$ cat src/design/sli_pkg.sv
`timescale 1ns / 1ps
`default_nettype none

package sli_pkg;

    localparam int DEPTH      = 64;
    localparam int VALUE_BITS = 32;
    localparam int ADDR_BITS  = (DEPTH > 1) ? $clog2(DEPTH) : 1;
    localparam int CNT_BITS   = $clog2(DEPTH + 1);
    localparam int TDATA_BITS = ((VALUE_BITS + 7) / 8) * 8;
    localparam int TUSER_BITS = 2;

    localparam logic ACT_LOAD  = 1'b0;
    localparam logic ACT_PROBE = 1'b1;

    typedef enum logic [2:0] {
        ST_IDLE = 3'b001,
        ST_CMP  = 3'b010,
        ST_DONE = 3'b100
    } t_state;

endpackage

`default_nettype wire

$ cat src/design/sorted_list_intersection.sv
// Load request: it goes to the done state, then its result is registered onto the master side.
// Probe request: list A entries from the pointer on are compared in turn, smaller ones skipped,
// until a match, a larger entry or the end of list A; a used-up list A goes straight to done.
// One request is in work at a time; the next is taken when the result leaves the work stage,
// so output stalls also hold off the next request.
// Reset is synchronous, active low: count, pointer, overflow flag and output valid clear.
`timescale 1ns / 1ps
`default_nettype none

module sorted_list_intersection (
    input  wire logic                            i_clk,
    input  wire logic                            i_rst_n,
    input  wire logic                            s_axis_tvalid,
    output logic                                 s_axis_tready,
    // tdata: item_value.
    input  wire logic [sli_pkg::TDATA_BITS-1:0]  s_axis_tdata,
    // tuser: action, starts_list.
    input  wire logic [sli_pkg::TUSER_BITS-1:0]  s_axis_tuser,
    output logic                                 m_axis_tvalid,
    input  wire logic                            m_axis_tready,
    // tdata: match_value.
    output logic      [sli_pkg::TDATA_BITS-1:0]  m_axis_tdata,
    // tuser: matched, overflowed.
    output logic      [sli_pkg::TUSER_BITS-1:0]  m_axis_tuser
);

    sli_pkg::t_state r_state, n_state;
    logic [sli_pkg::CNT_BITS-1:0]   r_cnt, n_cnt;
    logic [sli_pkg::CNT_BITS-1:0]   r_ptr, n_ptr;
    logic                           r_ovf, n_ovf;
    logic [sli_pkg::VALUE_BITS-1:0] r_val, n_val;
    logic                           r_res_match, n_res_match;
    logic [sli_pkg::VALUE_BITS-1:0] r_res_value, n_res_value;
    logic                           r_out_valid, n_out_valid;
    logic                           r_out_match, n_out_match;
    logic [sli_pkg::VALUE_BITS-1:0] r_out_value, n_out_value;
    logic                           r_out_ovf, n_out_ovf;

    logic                           w_we;
    logic [sli_pkg::ADDR_BITS-1:0]  w_waddr;
    logic [sli_pkg::ADDR_BITS-1:0]  w_raddr;
    logic [sli_pkg::VALUE_BITS-1:0] w_rdata;
    logic [sli_pkg::CNT_BITS-1:0]   w_base;
    logic [sli_pkg::CNT_BITS-1:0]   w_ptr_inc;

    sli_ram #(
        .WIDTH(sli_pkg::VALUE_BITS),
        .DEPTH(sli_pkg::DEPTH)
    ) u_store (
        .i_clk  (i_clk),
        .i_we   (w_we),
        .i_waddr(w_waddr),
        .i_wdata(s_axis_tdata[sli_pkg::VALUE_BITS-1:0]),
        .i_raddr(w_raddr),
        .o_rdata(w_rdata)
    );

    assign s_axis_tready = (r_state == sli_pkg::ST_IDLE);
    assign m_axis_tvalid = r_out_valid;
    assign m_axis_tdata  = sli_pkg::TDATA_BITS'(r_out_value);
    assign m_axis_tuser  = {r_out_ovf, r_out_match};

    assign w_base    = s_axis_tuser[1] ? '0 : r_cnt;
    assign w_ptr_inc = r_ptr + 1'b1;

    always_comb begin
        n_state     = r_state;
        n_cnt       = r_cnt;
        n_ptr       = r_ptr;
        n_ovf       = r_ovf;
        n_val       = r_val;
        n_res_match = r_res_match;
        n_res_value = r_res_value;
        n_out_valid = r_out_valid & ~m_axis_tready;
        n_out_match = r_out_match;
        n_out_value = r_out_value;
        n_out_ovf   = r_out_ovf;
        w_we        = 1'b0;
        w_waddr     = w_base[sli_pkg::ADDR_BITS-1:0];
        w_raddr     = r_ptr[sli_pkg::ADDR_BITS-1:0];
        case (r_state)
            sli_pkg::ST_IDLE: begin
                if (s_axis_tvalid) begin
                    n_res_match = 1'b0;
                    n_res_value = '0;
                    if (s_axis_tuser[0] == sli_pkg::ACT_LOAD) begin
                        if (s_axis_tuser[1]) begin
                            n_ptr = '0;
                            n_ovf = 1'b0;
                        end
                        if (w_base < sli_pkg::CNT_BITS'(sli_pkg::DEPTH)) begin
                            w_we  = 1'b1;
                            n_cnt = w_base + 1'b1;
                        end else begin
                            n_ovf = 1'b1;
                        end
                        n_state = sli_pkg::ST_DONE;
                    end else begin
                        n_val = s_axis_tdata[sli_pkg::VALUE_BITS-1:0];
                        if (r_ptr < r_cnt) begin
                            n_state = sli_pkg::ST_CMP;
                        end else begin
                            n_state = sli_pkg::ST_DONE;
                        end
                    end
                end
            end
            sli_pkg::ST_CMP: begin
                w_raddr = w_ptr_inc[sli_pkg::ADDR_BITS-1:0];
                if (w_rdata == r_val) begin
                    n_res_match = 1'b1;
                    n_res_value = r_val;
                    n_ptr       = w_ptr_inc;
                    n_state     = sli_pkg::ST_DONE;
                end else if ($signed(w_rdata) < $signed(r_val)) begin
                    n_ptr = w_ptr_inc;
                    if (w_ptr_inc >= r_cnt) begin
                        n_state = sli_pkg::ST_DONE;
                    end
                end else begin
                    n_state = sli_pkg::ST_DONE;
                end
            end
            sli_pkg::ST_DONE: begin
                if (!r_out_valid || m_axis_tready) begin
                    n_out_valid = 1'b1;
                    n_out_match = r_res_match;
                    n_out_value = r_res_value;
                    n_out_ovf   = r_ovf;
                    n_state     = sli_pkg::ST_IDLE;
                end
            end
            default: begin
                n_state = sli_pkg::ST_IDLE;
            end
        endcase
    end

    always_ff @(posedge i_clk) begin
        if (!i_rst_n) begin
            r_state     <= sli_pkg::ST_IDLE;
            r_cnt       <= '0;
            r_ptr       <= '0;
            r_ovf       <= 1'b0;
            r_out_valid <= 1'b0;
        end else begin
            r_state     <= n_state;
            r_cnt       <= n_cnt;
            r_ptr       <= n_ptr;
            r_ovf       <= n_ovf;
            r_out_valid <= n_out_valid;
        end
    end

    always_ff @(posedge i_clk) begin
        r_val       <= n_val;
        r_res_match <= n_res_match;
        r_res_value <= n_res_value;
        r_out_match <= n_out_match;
        r_out_value <= n_out_value;
        r_out_ovf   <= n_out_ovf;
    end

endmodule

`default_nettype wire

$ cat src/design/sli_ram.sv
`timescale 1ns / 1ps
`default_nettype none

module sli_ram #(
    parameter int WIDTH = 32,
    parameter int DEPTH = 64
) (
    input  wire logic                                     i_clk,
    input  wire logic                                     i_we,
    input  wire logic [((DEPTH > 1) ? $clog2(DEPTH) : 1)-1:0] i_waddr,
    input  wire logic [WIDTH-1:0]                         i_wdata,
    input  wire logic [((DEPTH > 1) ? $clog2(DEPTH) : 1)-1:0] i_raddr,
    output logic      [WIDTH-1:0]                         o_rdata
);

    logic [WIDTH-1:0] r_mem [DEPTH];

    always_ff @(posedge i_clk) begin
        if (i_we) begin
            r_mem[i_waddr] <= i_wdata;
        end
        o_rdata <= r_mem[i_raddr];
    end

endmodule

`default_nettype wire

$ cat config.mk
export PLATFORM = sky130hd
export DESIGN_NAME = sorted_list_intersection
export DESIGN_NICKNAME = d
export VERILOG_FILES = /design/src/design/sli_pkg.sv /design/src/design/sorted_list_intersection.sv /design/src/design/sli_ram.sv
export SDC_FILE = /design/constraint.sdc
export NUM_CORES = 2
export LEC_CHECK = 0
export BUFFER_PORTS_ARGS = -buffer_cell sky130_fd_sc_hd__buf_4
export CORE_ASPECT_RATIO = 1.2
export CORE_MARGIN = 2
export CORE_UTILIZATION = 36
export CTS_CLUSTER_DIAMETER = 100
export DETAILED_ROUTE_END_ITERATION = 16
export GPL_TIMING_DRIVEN = 0
export PLACE_DENSITY = 0.59
export SYNTH_ARGS = -nofsm -noshare
export SYNTH_HDL_FRONTEND = slang
export SYNTH_SLANG_ARGS = --single-unit
$ cat constraint.sdc
create_clock -name i_clk -period 3.8 [get_ports i_clk]
set_input_delay 0.76 -clock i_clk [delete_from_list [all_inputs] [get_ports i_clk]]
set_output_delay 0.76 -clock i_clk [all_outputs]
set_load 0.1 [all_outputs]
Word-level counts from Yosys, hierarchy flattened --
Memories as Yosys holds them, arrays and structs flattened. A register that Yosys moved wholly into a read port is not among the register bits. Cells that the tools add are included.
Storage, ports and cells: memories kept 1, logic and storage cells 75, bits in registers 118, RAM bits 2048, input port bits 38, output and inout port bits 36
Memories:
- u_store.r_mem | words 64, width 32, rd ports 1, clocked after Yosys merged registers in 1, wr ports 1, line sli_ram.sv:16 | logic [WIDTH-1:0] r_mem [DEPTH];
Cells by class: reductions and logical operators 10, eq/ne operators 12, order comparisons 4, bitwise logic cells 3, muxes and demuxes 32, add/sub/neg operators 2
Operator list (count):
- two-way mux 32 bit | 2
- case mux 32 bit (2 select lines) | 1
- two-way mux 7 bit | 6
- == test 32 bit | 1
- < comparator 32 bit | 1
- two-way mux 3 bit | 7
- adder 7 x 1 -> 7 bit, second input constant | 2
- case mux 7 bit (2 select lines) | 1
- two-way mux 1 bit | 12
- inequality test 2 bit, second input constant | 5
- case mux 3 bit (3 select lines) | 1
- AND reduction 3 bit | 3
- AND reduction 4 bit | 2
- >= comparator 7 bit | 1
- < comparator 7 bit | 1
- < comparator 7 bit, second input constant | 1
- two-way mux 6 bit | 1
- AND reduction 5 bit | 1
- inequality test 4 bit, second input constant | 1
- == test 3 x 1 -> 1 bit, second input constant | 1
- == test 3 x 2 -> 1 bit, second input constant | 1
- == test 3 bit, second input constant | 1
- inequality test 3 bit, second input constant | 1
- inequality test 2 x 1 -> 1 bit, second input constant | 1
- other kinds (7) | 8

Longest topological paths before layout --
depth in word-level cells 8, gate-level depth with buffers 14, gate-level depth less buffers 9

Modules after synthesis --
Synthesis repeated with hierarchy kept, for this count alone.
Second synthesis, totals: cells, all modules 3769, area total of the unflattened synthesis 83963.0 um^2
By module, submodules not included:
- sli_ram | area an instance 78515.3 um^2, seq. area each 62139.6 um^2, instances 1, cells an instance 3324
- sorted_list_intersection | area an instance 5447.7 um^2, seq. area each 3353.2 um^2, instances 1, cells an instance 445

Worst setup path after synthesis --
No wires, ideal clock.
kind register to register, start point register r_state[0], end point memory u_store.r_mem[62][0], enable pin, path buffers 1, data required time 3.379 ns, stages on the path, launching flop included 8, clock period less this slack 4.378 ns, path slack -0.578 ns, library setup time 0.421 ns, arrival 3.957 ns, cell sequence dfxtp_1 > or3b_2 > inv_1 > nand2_1 > nor3_1 > clkbuf_1 > nand3_1 > nor2_1
Between the ends: word-level cells in the longest chain between the ends 4
RTL lines:
- start: declaration | line sorted_list_intersection.sv:27 | sli_pkg::t_state r_state, n_state;
- start signal: assignment | line sorted_list_intersection.sv:141 | r_state <= sli_pkg::ST_IDLE;
- start signal: assignment | line sorted_list_intersection.sv:147 | r_state <= n_state;
- == test 3 x 1 -> 1 bit
- net s_axis_tready | line sorted_list_intersection.sv:14 | output logic s_axis_tready,
- two-way mux 1 bit | line sorted_list_intersection.sv:81 | case (r_state)
- two-way mux 1 bit | line sli_ram.sv:19 | if (i_we) begin
- two-way mux 1 bit (implied by the code) | line sli_ram.sv:20 | r_mem[i_waddr] <= i_wdata;
- end: declaration | line sli_ram.sv:16
The timed path passes the listed nets, and every way through them passes these cells.

Final worst setup path --
start point register r_state[1], end point register u_store.o_rdata[31] (read register of u_store.r_mem)
Between the ends: word-level cells in the longest chain between the ends 2
RTL lines:
- == test 3 x 2 -> 1 bit | line sorted_list_intersection.sv:81
- two-way mux 6 bit | line sorted_list_intersection.sv:81
- end: declaration | line sli_ram.sv:13 | output logic [WIDTH-1:0] o_rdata
Every way passes these cells. A chain may end at the register's enable or synchronous reset.

==> parameters.txt <==
Parameter                              Value

Worst setup path
  CP max stage delay    0.52 ns
  Cell-by-cell trace of the critical path    or3b_4, inv_1, buf_6, ha_1, buf_6, buf_12, buf_12, clkbuf_8, clkbuf_8, mux2i_2, a211oi_2, nor3_2, o211a_1
  Slack of the worst reg-to-reg path    -0.06 ns
  CP endpoint kind    flop
  CP max FO    11
  Startpoint types    flop
  Number of cells on the worst reg-to-reg path    13
  CP Class    flop to flop
  Slowest stage cell, crit path    nor3_2
  RR Endpoint    u_store.o_rdata[31]$_DFF_P_
  Kind of cell adding the most delay to the critical path    buffers and inverters
  Data arrival at the endpoint of the critical path    4.63 ns
  Launch point of the worst path    r_state[1]$_SDFFE_PN0P_
  Combined buffer and inverter count along the critical path    7
  Worst R2R Start    r_state[1]$_SDFFE_PN0P_
  Critical path data required time    4.57 ns

Pwr
  Combinational share of power    3.8%
  Net switching power    10.59 mW
  Max rail drop VDD    0.3773 mV
  Sw Ratio    21.61%
  Cell internal power dissipation    38.41 mW
  Share of total power in the clock network    41.1%
  Seq pwr share    55.1%
  Areal power density over the cells    484.3 nW/um2
  Static leakage power    31.86 nW

Flow run
  MaxCap Viol Count    0

Die
  Height of the chip    540.1 um
  Core outline area    237900 um2
  X dimension of the die    450.8 um
  Number of placed I/O pins    74
  Placement Rows    196
  Initial Util    36.25%
  Area of the die    243500 um2

Layout
  Layout area overhead    17.31%
  Layout cells sized above 1    25.36%
  Post-layout utilization of the core    42.52%
  Cell area after layout    101200 um2
  Final layout net count    5041
  Final non-filler cell total    8292

STA
  RSZ-0062 raised after global routing    true
  # setup viols final    5
  Max Clock Freq    259.3 MHz
  Max Transition Viols Final    0
  Total Neg Setup Slack    -0.1393 ns
  Slew Limit Headroom    10.31%
  Final worst path period share    101.5%
  Actual slew at the worst max-slew pin    1.345 ns
  Slack of the critical path    -0.05682 ns
  Min Clock Period, post-route    3.857 ns
  Maximum clock skew at final layout    0.07652 ns
  Hold violation total from the final report    0

Routing
  Drt initial violations    5564
  Antenna Violating Nets Remaining    0
  Average via count per standard cell    5.605
  # DRC    0
  Sum of routed wire length over all layers    260000 um
  Average wire per cell in the routed design    31.35 um
  Vias post-DR    46480
  Number of iterations in the first detailed-routing pass    6

Yosys
  Mean instance size in the synthesized netlist    18.98 um2
  Number of warning messages in the yosys log    0
  Synth top area share    74.77%
  Number of enable-type register cells in the synthesized netlist    2147
  Top area cells in the synthesized netlist    edfxtp_1 75%, mux4_2 8.6%, mux2i_1 2.8%
  Net count of the mapped netlist    4629
  Mapped Cells    4542
  Synth Register Bits    2198
  Async set-or-reset flop fraction in the synthesized netlist    0%
  Post-synthesis cell type count    75
  Netlist area before placement    86220 um2
  Synth area leader    edfxtp_1
  Sequential-to-total area share from yosys stat    75.96%
  Dominant register cell in the synthesized netlist    edfxtp_1

Outcome
  Status    finished with violations
  Failing checks    setup timing

GRT
  GRT Residual Overflow    0
  GR Util met2    34.37%
  Number of global-route vias before repair    45510
  Met3 usage in global routing    3.792%
  Largest net degree at the start of global routing    66
  Met1 usage in global routing    26.35%
  Antenna violations before repair    25
  Global-route wire length before repair    357400 um
  Busiest metal layer after global routing    met2
  Global-route usage over all layers    20.84%

Place
  Final Wtd Congestion    0.9960
  Instance area at placement    92410 um2
  Number of buffers inserted by port buffering    73
  DP Cell Count    7842
  Dpl hpwl    166800 um

Clock network
  CTS buffer count    210
  CTS tree    built
  H-tree levels    4
  Later-pin clock latency in the skew report    0.93 ns
  Deepest clock path buffer count    4
  Clk pin slew, worst setup/hold paths    0.07 ns
  Clk sink count    2198
  Cell at the root of the clock tree    clkbuf_16

Min path
  Number of instances on the worst hold path    2
  Worst Min Path Start    s_axis_tvalid
  Hold crit path type    input port to flop
  End point of the most critical hold path    r_state[2]$_SDFFE_PN0P_
[routing by layer]
layer	vias to the layer above	wire length, um
li1	19360	-
met1	24360	97910
met2	2197	125800
met3	555	21050
met4	8	15170
met5	-	43
[synthesized netlist by cell type, types with 49 or more instances]
cell      instances
a211oi_1        187
a21oi_1          95
buf_2            92
clkbuf_1        104
dfxtp_1          51
edfxtp_1       2147
ha_1             49
inv_1            91
mux2i_1         239
mux4_2          329
nand2_1         206
nor2_1          214
nor3_1          219
[logic make-up (layout without fill, tap and decap cells)]
logic type | Yosys count | after routing | synth area share, %
mux | 590 | 590 | 12.04
other cells | 0 | 13 | 0
fa+ha+maj | 49 | 49 | 0.7111
simple gates | 773 | 781 | 4.198
compound gates | 552 | 552 | 4.805
buf+inv | 368 | 929 | 2.168
flops | 2198 | 2198 | 75.96
xor+xnor | 12 | 12 | 0.1219
[area by class of cell]
type | instances | area (um2)
Antenna cell | 13 | 32.53
Buffer | 276 | 1969
Clock buffer | 253 | 5416
Clock inverter | 116 | 1006
Fill cell | 20780 | 136700
Inverter | 92 | 349.1
Multi-Input combinational cell | 1984 | 20550
Sequential cell | 2198 | 65490
Tap cell | 3168 | 3964
Timing Repair Buffer | 192 | 2374
[power groups by stage]
| stage | Combinational [mW] | Sequential, mW | Clock (mW) |
|---|---|---|---|
| 2_1_floorplan | 0.598 | 27.8 | 0 |
| 4_1_cts | 1.86 | 27.0 | 20.4 |
| 6_report | 1.86 | 27.0 | 20.1 |
| 5_1_grt | 1.95 | 27.0 | 21.3 |
| 3_5_place_dp | 1.81 | 27.5 | 0 |
| 3_3_place_gp | 1.73 | 27.5 | 0 |
[registers in the layout, summed over array words and instances (netlist names)]
| name | flops |
|---|---|
| r_res_value | 32 |
| r_state | 3 |
| r_cnt | 7 |
| u_store.o_rdata | 32 |
| r_ptr | 7 |
| r_ovf | 1 |
| m_axis_tdata | 32 |
| r_res_match | 1 |
| m_axis_tvalid | 1 |
| u_store.r_mem | 2048 |
| r_val | 32 |
| r_out_match | 1 |
| r_out_ovf | 1 |
[timing repair]
| action | CTS | global route |
|---|---|---|
| gates resized for setup | 335 | 82 |
| gates cloned | 8 | 1 |
| setup endpoints to repair | 1365 | 267 |
| pin swaps | 50 | 24 |
| setup buffers | 36 | 23 |
| hold buffers | 0 | 0 |
[how the worst max path moves through the flow]
stage / slack, ns / endpoint / cells after the start
2_1_floorplan: 0.02 / u_store.r_mem[7][0]$_DFFE_PP_ / 6
5_1_grt: -0.02 / u_store.o_rdata[20]$_DFF_P_ / 15
6_report: -0.06 / u_store.o_rdata[31]$_DFF_P_ / 13
3_5_place_dp: -2.62 / u_store.o_rdata[7]$_DFF_P_ / 13
4_1_cts: -0.03 / u_store.o_rdata[7]$_DFF_P_ / 14
3_3_place_gp: -2.57 / u_store.o_rdata[7]$_DFF_P_ / 13
[worst reg2reg max path: stages (launching register included)]
cell	delay (ns)
dfxtp_2	0.42
or3b_4	0.44
inv_1	0.10
buf_6	0.16
ha_1	0.17
buf_6	0.20
buf_12	0.22
buf_12	0.20
clkbuf_8	0.23
clkbuf_8	0.25
mux2i_2	0.35
a211oi_2	0.17
nor3_2	0.52
o211a_1	0.35
[metrics by stage]
stage / worst slack [ns] / total power [mW] / hold slack (ns)
global route: -0.02218 / 50.22 / 0.1847
global placement: -2.566 / 29.26 / 0.4031
finish: -0.05682 / 48.99 / 0.2037
CTS: -0.02860 / 49.24 / 0.1484
floorplan: 0.02276 / 28.37 / 0.4003
detailed placement: -2.616 / 29.33 / 0.4045
[placed cells by master (no fill, tap or decap), types with 50 or more instances in the layout]
cell	instances
a211oi_1	149
a21oi_1	75
buf_12	73
buf_2	67
buf_4	146
clkbuf_1	89
clkbuf_16	212
clkinv_1	56
dfxtp_1	50
edfxtp_1	2147
inv_1	90
mux2i_1	227
mux4_2	329
nand2_1	202
nor2_1	148
nor2_4	70
nor3_1	174
nor3_2	53
(Power assumes the default switching activity.)
